`config.mk`:
```
export PLATFORM = sky130hd
export DESIGN_NAME = priority_evicting_record_store_core
export DESIGN_NICKNAME = d
export VERILOG_FILES = /design/src/design/pers_pkg.sv /design/src/design/pers_ram.sv /design/src/design/pers_age_cmp.sv /design/src/design/priority_evicting_record_store_core.sv
export SDC_FILE = /design/constraint.sdc
export NUM_CORES = 2
export LEC_CHECK = 0
export BUFFER_PORTS_ARGS = -buffer_cell sky130_fd_sc_hd__buf_4
export CAP_MARGIN = 10
export CORE_UTILIZATION = 40
export CTS_CLUSTER_DIAMETER = 30
export DETAILED_ROUTE_END_ITERATION = 12
export GPL_TIMING_DRIVEN = 0
export PLACE_DENSITY_LB_ADDON = 0.15
export SLEW_MARGIN = 30
export SYNTH_ARGS = -nofsm -noshare
export SYNTH_HDL_FRONTEND = slang
export SYNTH_HIERARCHICAL = 1
export SYNTH_SLANG_ARGS = --single-unit
```
`constraint.sdc`:
```
create_clock -name clk -period 70.8 [get_ports clk]
set_clock_uncertainty 0.15 [all_clocks]
set_input_delay 14.16 -clock clk [delete_from_list [all_inputs] [get_ports clk]]
set_output_delay 14.16 -clock clk [all_outputs]
set_load 0.03 [all_outputs]
```
`src/design/pers_pkg.sv`:
```
// Shared types and constants of the priority-evicting record store.
`timescale 1ns / 1ps
`default_nettype none

package pers_pkg;

  localparam int RECORDS_DEF       = 16;
  localparam int PAYLOAD_BYTES_DEF = 8;

  localparam int SEQ_W  = 8;
  localparam int LVL_W  = 2;
  localparam int PFX_W  = 16;
  localparam int ID_W   = 8;
  localparam int CH_W   = 2;
  localparam int LEN_W  = 4;
  localparam int LENI_W = 8;
  localparam int DATA_W = 64;
  localparam int DATA_BYTES = DATA_W / 8;

  localparam logic CMD_WRITE = 1'b0;
  localparam logic CMD_READ  = 1'b1;

  // Input item, last declared field (level) in the lowest bits.
  typedef struct packed {
    logic [3:0]        pad;
    logic [DATA_W-1:0] payload;
    logic [LENI_W-1:0] length;
    logic [CH_W-1:0]   chamber;
    logic [ID_W-1:0]   msg_id;
    logic [PFX_W-1:0]  prefix_code;
    logic [LVL_W-1:0]  level;
  } in_t;

  // Result item, last declared field (accepted) in the lowest bits.
  typedef struct packed {
    logic [3:0]        pad;
    logic              overflow_flag;
    logic [DATA_W-1:0] rec_payload;
    logic [LEN_W-1:0]  rec_length;
    logic [CH_W-1:0]   rec_chamber;
    logic [ID_W-1:0]   rec_id;
    logic [PFX_W-1:0]  rec_prefix;
    logic [LVL_W-1:0]  rec_level;
    logic [SEQ_W-1:0]  seq_num;
    logic              found;
    logic              evicted;
    logic              accepted;
  } res_t;

  // One stored record.
  typedef struct packed {
    logic [SEQ_W-1:0]  seq;
    logic [LVL_W-1:0]  level;
    logic [PFX_W-1:0]  prefix;
    logic [ID_W-1:0]   ident;
    logic [CH_W-1:0]   chamber;
    logic [LEN_W-1:0]  len;
    logic [DATA_W-1:0] data;
  } rec_t;

  // Slot under test in the scan.
  typedef struct packed {
    logic             used;
    logic [LVL_W-1:0] level;
    logic [SEQ_W-1:0] seq;
  } cand_t;

  // Scan context for the age compare.
  typedef struct packed {
    logic             filt_on;
    logic [LVL_W-1:0] filt_lvl;
    logic             best_valid;
    logic [SEQ_W-1:0] best_seq;
    logic [SEQ_W-1:0] next_seq;
  } scan_ctl_t;

endpackage

`default_nettype wire

```
`src/design/pers_ram.sv`:
```
// Generic single-write, single-read RAM with registered read data.
`timescale 1ns / 1ps
`default_nettype none

module pers_ram #(
  parameter int WIDTH = 8,
  parameter int DEPTH = 16
) (
  input  wire logic                     clk,
  input  wire logic                     we,
  input  wire logic [$clog2(DEPTH)-1:0] waddr,
  input  wire logic [WIDTH-1:0]         wdata,
  input  wire logic [$clog2(DEPTH)-1:0] raddr,
  output logic      [WIDTH-1:0]         rdata
);

  logic [WIDTH-1:0] mem [DEPTH];

  always_ff @(posedge clk) begin
    if (we) begin
      mem[waddr] <= wdata;
    end
    rdata <= mem[raddr];
  end

endmodule

`default_nettype wire

```
`src/design/pers_age_cmp.sv`:
```
// Shared eligibility and sequence-age compare used by the oldest-record scans.
`timescale 1ns / 1ps
`default_nettype none

module pers_age_cmp (
  input  wire pers_pkg::cand_t     cand,
  input  wire pers_pkg::scan_ctl_t ctl,
  output logic                     take
);

  logic eligible;
  logic older;

  always_comb begin
    eligible = cand.used && (!ctl.filt_on || (cand.level == ctl.filt_lvl));
    // Numbers at or above next_seq were issued before the wrap.
    if (cand.seq >= ctl.next_seq) begin
      older = (ctl.best_seq < ctl.next_seq) || (ctl.best_seq > cand.seq);
    end else begin
      older = (ctl.best_seq < ctl.next_seq) && (ctl.best_seq > cand.seq);
    end
    take = eligible && (!ctl.best_valid || older);
  end

endmodule

`default_nettype wire

```
`src/design/priority_evicting_record_store_core.sv`:
```
// Top level of the priority-evicting record store: sequencer, slot table and result register.
`timescale 1ns / 1ps
`default_nettype none

// Channel   Dir  Handshake           Contents
// s_*       in   s_tvalid/s_tready   command in tuser, new record fields in tdata
// m_*       out  m_tvalid/m_tready   status and returned record in tdata
//
// A write scans the table for a free slot; when the table is full and the new record's
// level is not below the lowest stored level, it scans again for the oldest record of
// that level and evicts it, else it is dropped. A read scans once for the oldest record.
// The next transfer can be taken in the cycle after the result is loaded. Each scan
// reads one slot per step through the single RAM read port; the eviction and read
// scans check each slot with the shared age compare.
// Reset (synchronous, active high) frees every slot and clears the sequence
// counter and overflow flag at once. s_tready is high only between items; a
// finished result waits in the output register while the next item is taken,
// and a stalled m_tready holds only the finishing step.

module priority_evicting_record_store_core #(
  parameter int RECORDS       = pers_pkg::RECORDS_DEF,
  parameter int PAYLOAD_BYTES = pers_pkg::PAYLOAD_BYTES_DEF
) (
  input  wire logic                              clk,
  input  wire logic                              rst,
  input  wire logic                              s_tvalid,
  output logic                                   s_tready,
  // level, prefix_code, msg_id, chamber, length, payload, zero fill
  input  wire logic [$bits(pers_pkg::in_t)-1:0]  s_tdata,
  // command
  input  wire logic [0:0]                        s_tuser,
  output logic                                   m_tvalid,
  input  wire logic                              m_tready,
  // accepted, evicted, found, seq_num, rec_level, rec_prefix, rec_id,
  // rec_chamber, rec_length, rec_payload, overflow_flag, zero fill
  output logic [$bits(pers_pkg::res_t)-1:0]      m_tdata
);

  localparam int IDX_W = $clog2(RECORDS);
  localparam int CNT_W = $clog2(RECORDS + 1);
  localparam int REC_W = $bits(pers_pkg::rec_t);

  typedef enum logic [2:0] {
    ST_IDLE,
    ST_SCAN_FREE,
    ST_SCAN_OLD,
    ST_COMMIT,
    ST_DONE
  } state_t;

  state_t                         st;
  logic                           cmd;
  pers_pkg::in_t                  in_q;
  logic [CNT_W-1:0]               cnt;
  logic                           chk;
  logic [IDX_W-1:0]               chk_idx;
  logic                           chk_used;
  logic                           free_found;
  logic [IDX_W-1:0]               free_idx;
  logic [pers_pkg::LVL_W-1:0]     min_lvl;
  logic                           filt_on;
  logic [pers_pkg::LVL_W-1:0]     filt_lvl;
  logic                           best_valid;
  logic [IDX_W-1:0]               best_idx;
  pers_pkg::rec_t                 best_rec;
  logic [IDX_W-1:0]               tgt_idx;
  logic                           evict_q;
  logic [pers_pkg::SEQ_W-1:0]     next_seq;
  logic                           ovf;
  logic [RECORDS-1:0]             used;
  pers_pkg::res_t                 res;
  pers_pkg::res_t                 m_res;

  logic [IDX_W-1:0]               raddr;
  logic [REC_W-1:0]               rdata;
  pers_pkg::rec_t                 rd_rec;
  pers_pkg::rec_t                 new_rec;
  logic [pers_pkg::LEN_W-1:0]     len_sat;
  logic [pers_pkg::DATA_W-1:0]    keep_mask;
  pers_pkg::cand_t                cand;
  pers_pkg::scan_ctl_t            ctl;
  logic                           take;
  logic                           scan_done;
  pers_pkg::res_t                 wr_res;
  pers_pkg::res_t                 rej_res;
  pers_pkg::res_t                 rd_res;

  assign s_tready = (st == ST_IDLE);
  assign m_tdata  = m_res;
  assign raddr    = cnt[IDX_W-1:0];
  assign rd_rec   = pers_pkg::rec_t'(rdata);
  assign scan_done = (cnt == CNT_W'(RECORDS)) && !chk;

  // Slot table: one record per slot, read once per scan step.
  pers_ram #(
    .WIDTH (REC_W),
    .DEPTH (RECORDS)
  ) u_table (
    .clk   (clk),
    .we    (st == ST_COMMIT),
    .waddr (tgt_idx),
    .wdata (REC_W'(new_rec)),
    .raddr (raddr),
    .rdata (rdata)
  );

  always_comb begin
    cand.used  = chk_used;
    cand.level = rd_rec.level;
    cand.seq   = rd_rec.seq;
    ctl.filt_on    = filt_on;
    ctl.filt_lvl   = filt_lvl;
    ctl.best_valid = best_valid;
    ctl.best_seq   = best_rec.seq;
    ctl.next_seq   = next_seq;
  end

  pers_age_cmp u_cmp (
    .cand (cand),
    .ctl  (ctl),
    .take (take)
  );

  // Saturate the length and zero the payload bytes beyond it.
  always_comb begin
    if (in_q.length > pers_pkg::LENI_W'(PAYLOAD_BYTES)) begin
      len_sat = pers_pkg::LEN_W'(PAYLOAD_BYTES);
    end else begin
      len_sat = in_q.length[pers_pkg::LEN_W-1:0];
    end
    for (int b = 0; b < pers_pkg::DATA_BYTES; b++) begin
      keep_mask[8*b +: 8] = (pers_pkg::LEN_W'(b) < len_sat) ? 8'hFF : 8'h00;
    end
    new_rec.seq     = next_seq;
    new_rec.level   = in_q.level;
    new_rec.prefix  = in_q.prefix_code;
    new_rec.ident   = in_q.msg_id;
    new_rec.chamber = in_q.chamber;
    new_rec.len     = len_sat;
    new_rec.data    = in_q.payload & keep_mask;
  end

  // Result words for each way an item can finish.
  always_comb begin
    wr_res               = '0;
    wr_res.accepted      = 1'b1;
    wr_res.evicted       = evict_q;
    wr_res.overflow_flag = ovf;
    rej_res               = '0;
    rej_res.overflow_flag = 1'b1;
    rd_res               = '0;
    rd_res.overflow_flag = ovf;
    if (best_valid) begin
      rd_res.found       = 1'b1;
      rd_res.seq_num     = best_rec.seq;
      rd_res.rec_level   = best_rec.level;
      rd_res.rec_prefix  = best_rec.prefix;
      rd_res.rec_id      = best_rec.ident;
      rd_res.rec_chamber = best_rec.chamber;
      rd_res.rec_length  = best_rec.len;
      rd_res.rec_payload = best_rec.data;
    end
  end

  always_ff @(posedge clk) begin
    if (rst) begin
      st         <= ST_IDLE;
      cnt        <= '0;
      chk        <= 1'b0;
      free_found <= 1'b0;
      filt_on    <= 1'b0;
      best_valid <= 1'b0;
      next_seq   <= '0;
      ovf        <= 1'b0;
      used       <= '0;
      m_tvalid   <= 1'b0;
    end else begin
      // Drop the result once the sink has taken it, unless a new one loads now.
      if (m_tvalid && m_tready && (st != ST_DONE)) begin
        m_tvalid <= 1'b0;
      end

      case (st)
        ST_IDLE: begin
          if (s_tvalid) begin
            in_q       <= pers_pkg::in_t'(s_tdata);
            cmd        <= s_tuser[0];
            cnt        <= '0;
            chk        <= 1'b0;
            free_found <= 1'b0;
            min_lvl    <= '1;
            filt_on    <= 1'b0;
            best_valid <= 1'b0;
            st <= (s_tuser[0] == pers_pkg::CMD_WRITE) ? ST_SCAN_FREE : ST_SCAN_OLD;
          end
        end

        ST_SCAN_FREE, ST_SCAN_OLD: begin
          // Issue one table read per cycle; its data is checked in the next cycle.
          if (cnt < CNT_W'(RECORDS)) begin
            cnt      <= cnt + 1'b1;
            chk      <= 1'b1;
            chk_idx  <= raddr;
            chk_used <= used[raddr];
          end else begin
            chk <= 1'b0;
          end

          if (st == ST_SCAN_FREE) begin
            if (chk) begin
              if (!chk_used && !free_found) begin
                free_found <= 1'b1;
                free_idx   <= chk_idx;
              end
              if (chk_used && (rd_rec.level < min_lvl)) begin
                min_lvl <= rd_rec.level;
              end
            end
            if (scan_done) begin
              if (free_found) begin
                tgt_idx <= free_idx;
                evict_q <= 1'b0;
                st      <= ST_COMMIT;
              end else begin
                ovf <= 1'b1;
                if (min_lvl <= in_q.level) begin
                  // Full: look for the oldest record of the lowest level.
                  filt_on    <= 1'b1;
                  filt_lvl   <= min_lvl;
                  best_valid <= 1'b0;
                  cnt        <= '0;
                  st         <= ST_SCAN_OLD;
                end else begin
                  res <= rej_res;
                  st  <= ST_DONE;
                end
              end
            end
          end else begin
            if (chk && take) begin
              best_valid <= 1'b1;
              best_idx   <= chk_idx;
              best_rec   <= rd_rec;
            end
            if (scan_done) begin
              if (cmd == pers_pkg::CMD_WRITE) begin
                tgt_idx <= best_idx;
                evict_q <= 1'b1;
                st      <= ST_COMMIT;
              end else begin
                res <= rd_res;
                if (best_valid) begin
                  used[best_idx] <= 1'b0;
                end
                ovf <= 1'b0;
                st  <= ST_DONE;
              end
            end
          end
        end

        ST_COMMIT: begin
          // The table write happens in this cycle through the RAM port.
          used[tgt_idx] <= 1'b1;
          next_seq      <= next_seq + 1'b1;
          res           <= wr_res;
          st            <= ST_DONE;
        end

        ST_DONE: begin
          // Hold until the output register is free.
          if (!m_tvalid || m_tready) begin
            m_res    <= res;
            m_tvalid <= 1'b1;
            st       <= ST_IDLE;
          end
        end

        default: begin
          st <= ST_IDLE;
        end
      endcase
    end
  end

endmodule

`default_nettype wire

```
Word level (Yosys, flattened, before mapping)
Memory sizes are Yosys's and may differ from the RTL's. A register that Yosys moved wholly into a read port is not among the register bits.
Cells that the tools add are included.
W data, S select, Z words.
{"block": "word_totals", "mem_count": 1, "in_bits": 109, "out_inout_bits": 114, "reg_bits": 489, "mem_bits_rw": 1664, "wordCells": 245}
{"name": "u_table.mem", "depth": 16, "width": 104, "rd": 1, "rd_clocked_by_memory_dff": 1, "wr": 1, "line": "pers_ram.sv:17", "text": "logic [WIDTH-1:0] mem [DEPTH];"}
{"block": "classes", "order_cmp": 20, "bitwise_logic": 7, "addsub": 2, "eq_ne": 28, "reduce_logical": 42, "mux": 89}
{"cell": "$mux W112", "count": 6}
{"cell": "$pmux W112 S2", "count": 1}
{"cell": "$mux W105", "count": 1}
{"cell": "$and A64 B64 Y64", "count": 1}
{"cell": "$mux W16", "count": 4}
{"cell": "$mux W8", "count": 8}
{"cell": "$mux W1", "count": 33}
{"cell": "$pmux W16 S2", "count": 1}
{"cell": "$mux W5", "count": 6}
{"cell": "$reduce_and A6 Y1", "count": 5}
{"cell": "$ne A2 B2 Y1 const B", "count": 14}
{"cell": "$mux W3", "count": 8}
{"cell": "$mux W4", "count": 6}
{"cell": "$ne A3 B3 Y1 const B", "count": 7}
{"cell": "$reduce_and A5 Y1", "count": 4}
{"cell": "$and A16 B16 Y16", "count": 1}
{"cell": "$lt A3 B4 Y1 const A", "count": 4}
{"cell": "$not A16 Y16", "count": 1}
{"cell": "$or A16 B16 Y16", "count": 1}
{"cell": "$lt A4 B5 Y1 const B", "count": 3}
{"cell": "$pmux W3 S4", "count": 1}
{"cell": "$reduce_and A3 Y1", "count": 4}
{"cell": "$logic_and A1 B1 Y1", "count": 11}
{"cell": "$mux W2", "count": 5}
{"cell": "other kinds (31)", "count": 52}

Longest topological paths before layout
{"block": "depth", "ltp_word": 11, "ltp_mapped": 11, "mapped_depth_nobuf": 11}

By module
The synthesis kept the hierarchy.
{"mod": "pers_ram", "cells_per_inst": 2662, "area_per_inst_um2": 64256.6, "instances": 1, "seq_area_each_um2": 52049.9}
{"mod": "priority_evicting_record_store_core", "cells_per_inst": 897, "area_per_inst_um2": 16867.4, "instances": 1, "seq_area_each_um2": 14063.5}
{"mod": "pers_age_cmp", "cells_per_inst": 78, "area_per_inst_um2": 600.6, "instances": 1, "seq_area_each_um2": 0.0}

Worst setup path before layout
No wires, ideal clock.
{"block": "synth_path", "path_type": "input port to flip-flop", "from": "input port rst", "to": "register res[0] in the netlist's numbering, enable pin", "slack_ns": 38.370, "required_ns": 69.499, "t_arrival_ns": 31.129, "stages": 2, "path_buffers": 1, "setup_time_ns": 1.151, "cell_sequence": "clkbuf_1 > a2111oi_0"}
{"block": "synth_between", "elab_chain_len": 2}
{"item": "start: declaration", "line": "priority_evicting_record_store_core.sv:25", "text": "input wire logic rst,"}
{"item": "$not A1 Y1 (no line)"}
{"item": "$reduce_and A6 Y1 (no line)"}
{"item": "end signal: assignment", "line": "priority_evicting_record_store_core.sv:234", "text": "res <= rej_res;"}
{"item": "end signal: assignment", "line": "priority_evicting_record_store_core.sv:251", "text": "res <= rd_res;"}
{"item": "end signal: assignment", "line": "priority_evicting_record_store_core.sv:266", "text": "res <= wr_res;"}
{"item": "end: declaration", "line": "priority_evicting_record_store_core.sv:71", "text": "pers_pkg::res_t res;"}
No other way between the ends.
A chain may end at the register's enable or synchronous reset.

Worst setup path in the final report
{"block": "layout_path", "from": "input port rst", "to": "register res[78] in the netlist's numbering, enable pin"}
The elaborated chain is that of the path after synthesis.

==> metrics.yaml <==
crit_path_max_incr_delay_ns: 0.68
synth_xor_area_frac: 0.00118
via_per_inst: 5.31
period_needed_ns: 17.07
nets: 4724
numClockSinks: 2249
synth-compound-area-share: 0.0277
r2r_slack_ns: 65.71
post_cts_resized: 0
drt-initial-drc-count: 3346
cts_tree: "yes"
ys_warn_count: 6
cp_common_cell: "buf_2"
clk_latency_ns: 0.96
final_util: 0.530
wl_per_cell_microns: 27.2
synth_top_area_frac: 0.774
drt_wl_total_microns: 208000
hp-start: "u_table/rdata[55]"
layout-drive-gt1-share: 0.366
slew_headroom: 0.300
synth-adder-area-share: 0.00444
cp-start-kind: "input port"
regToRegEndpoint: "res[78]"
synthTopCellsByArea: "edfxtp_1 77%, mux4_2 12%, dfxtp_1 3.5%"
ant_nets: 0
grt_pass1_wl_microns: 299000
ioPinCount: 223
syn_inst: 3637
clkTransAtPathRegs_ns: 0.05
cap_violations: 0
power.density_nw_per_um2: 39.6
drcViolationCount: 0
dpl.hpwl_microns: 135000
hold_viol: 0
synth_simple_gate_area_frac: 0.0287
netlist_area_sq_um: 81700
initial_core_util: 0.404
finalCritPeriodShare: 0.241
synth_top_area_cell: "edfxtp_1"
core-area_sq_um: 203000
cp-end-kind: "flop"
areaGrowthSynthToFinish_pct: 31.3
antenna_found_initial: 5
critPathRequiredTime_ns: 71.31
path_cells: "buf_4 -> clkbuf_1 -> a2111oi_2 -> buf_2 -> buf_2 -> buf_2 -> buf_2 -> buf_2 -> buf_2 -> buf_2 -> buf_2 -> buf_2 -> buf_2 -> buf_2"
gp_congestion: 0.754
cts.htree.levels: 5
status: "finished, final reports clean"
worstSetupPathType: "input port to flop"
multi_input_area_sq_um: 14800
vdd_ir_drop_max_uv: 26.4
synth_area_per_cell_sq_um: 22.5
grt_start_max_net_pins: 26
tightestPinTransition_ns: 1.05
die_x_microns: 454
cp_slowest_cell: "a2111oi_2"
numPortBuffers: 214
ys_ff_latch: 2249
fin_setup_tns_ns: 0
hold_end: "best_rec[55]"
critPathArrivalTime_ns: 17.58
async_flop_share: 0
clk_path_buf_depth: 4
grt_pass1_vias: 42300
synth_edf_count: 2107
grt_setup_unrepaired: "false"
hp-class: "flop to flop"
regArea_sq_um: 66100
std_cell_rows: 165
holdPathStages: 0
die_area_sq_um: 206000
ys.flop_type: "edfxtp_1"
slew_viol_final: 0
grt_usage: 0.203
postCtsSetupRepairBufs: 0
num_vias: 40700
fillCellCount: 15700
finalSetupViolations: 0
fp.dieH_microns: 454
synth_cell_types: 73
ctsRootBufferMaster: "clkbuf_16"
synthTopCellsByCount: "2107 x edfxtp_1, 418 x mux4_2, 210 x a22oi_1"
synthMuxAreaShare: 0.117
numCtsBuffers: 470
p_leak_uw: 0.0360
hold_buffers: 0
cp_max_fo: 10
overflow: 0
dr.pass1.iters: 7
r2r_cells: 16
seq_area_frac_synth: 0.809
regToRegStartpoint: "in_q[1]"
fmax_ghz: 0.0586
synth_top_family_by_area: "multiplexers"
yosysMostFrequentCell: "edfxtp_1"
worst max-delay path, delay by kind of cell:
| kind | cells | cell delay, ns |
|---|---|---|
| buffers and inverters | 13 | 2.72 |
| AOI/OAI and AO/OA | 1 | 0.68 |
worst max-delay path by stage:
stage               from       to  slack, ns  cells past startpoint
CTS                  rst  res[82]      53.64                     14
detailed placement   rst  res[79]      52.62                     14
floorplan            rst   res[0]      38.37                      2
global route         rst  res[78]      53.42                     14
global placement     rst  res[79]      21.69                      3
finish               rst  res[78]      53.73                     14
stage by stage:
stage / cells / power (uW) / hold slack (ns) / cell area (sq um) / setup slack, ns
global route: 7650 / 4380 / 0.250 / 107000 / 53.42
CTS: 7649 / 4290 / 0.242 / 107000 / 53.64
finish: 7654 / 4240 / 0.242 / 107000 / 53.73
detailed placement: 6785 / 2040 / 0.239 / 90800 / 52.62
floorplan: 3640 / 1880 / 0.236 / 81700 / 38.37
global placement: 6526 / 2050 / 0.237 / 86700 / 21.69
logic make-up after synthesis:
group                      after synthesis
AOI/OAI and AO/OA                      309
xor gates and xnor gates                11
DFF                                   2249
other                                    1
adders and majority gates               29
and+or+nand+nor                        412
muxes                                  429
buffers and inverters                  197
cell type report:
type / count / area share
antenna: 4 / 0.0000933
buffer: 168 / 0.00844
clock buffer: 564 / 0.117
clock inverter: 300 / 0.0355
inverter: 29 / 0.00104
multi-input combinational: 1194 / 0.138
sequential: 2249 / 0.616
tap: 2672 / 0.0312
timing repair buffer: 474 / 0.0520
layout by cell type, fill, tap and decap left out, types with 57 or more instances in the layout:
cell / instances
edfxtp_1: 2107
clkbuf_16: 475
mux4_2: 418
buf_4: 337
a22oi_1: 210
dfxtp_1: 142
clkbuf_1: 131
and2_1: 128
nand2_1: 121
buf_16: 92
clkinv_2: 81
bufinv_16: 78
buf_2: 57
power by group:
group	internal, uW	leakage, uW	switching (uW)
combinational	179	0.00783	246
clock	1540	0.00793	693
sequential	1550	0.0202	33.9
metal layers:
metal	part of all wire	global-route usage	vias to the layer above	routed length, microns
li1	-	-	17300	-
met5	0.000034	0	-	7
met4	0.020	0.0547	2	4180
met1	0.44	0.283	21700	90800
met2	0.49	0.329	1357	102000
met3	0.057	0.0377	369	11800
sequential cells by signal, indices dropped and copies added (netlist names), 4 cells and up:
| name | count |
|---|---|
| u_table/mem | 1664 |
| m_tdata | 108 |
| res | 108 |
| best_rec | 104 |
| u_table/rdata | 104 |
| in_q | 100 |
| used | 16 |
| next_seq | 8 |
| cnt | 5 |
| best_idx | 4 |
| chk_idx | 4 |
| free_idx | 4 |
| tgt_idx | 4 |
No activity file was read; power rests on OpenSTA's default activity.
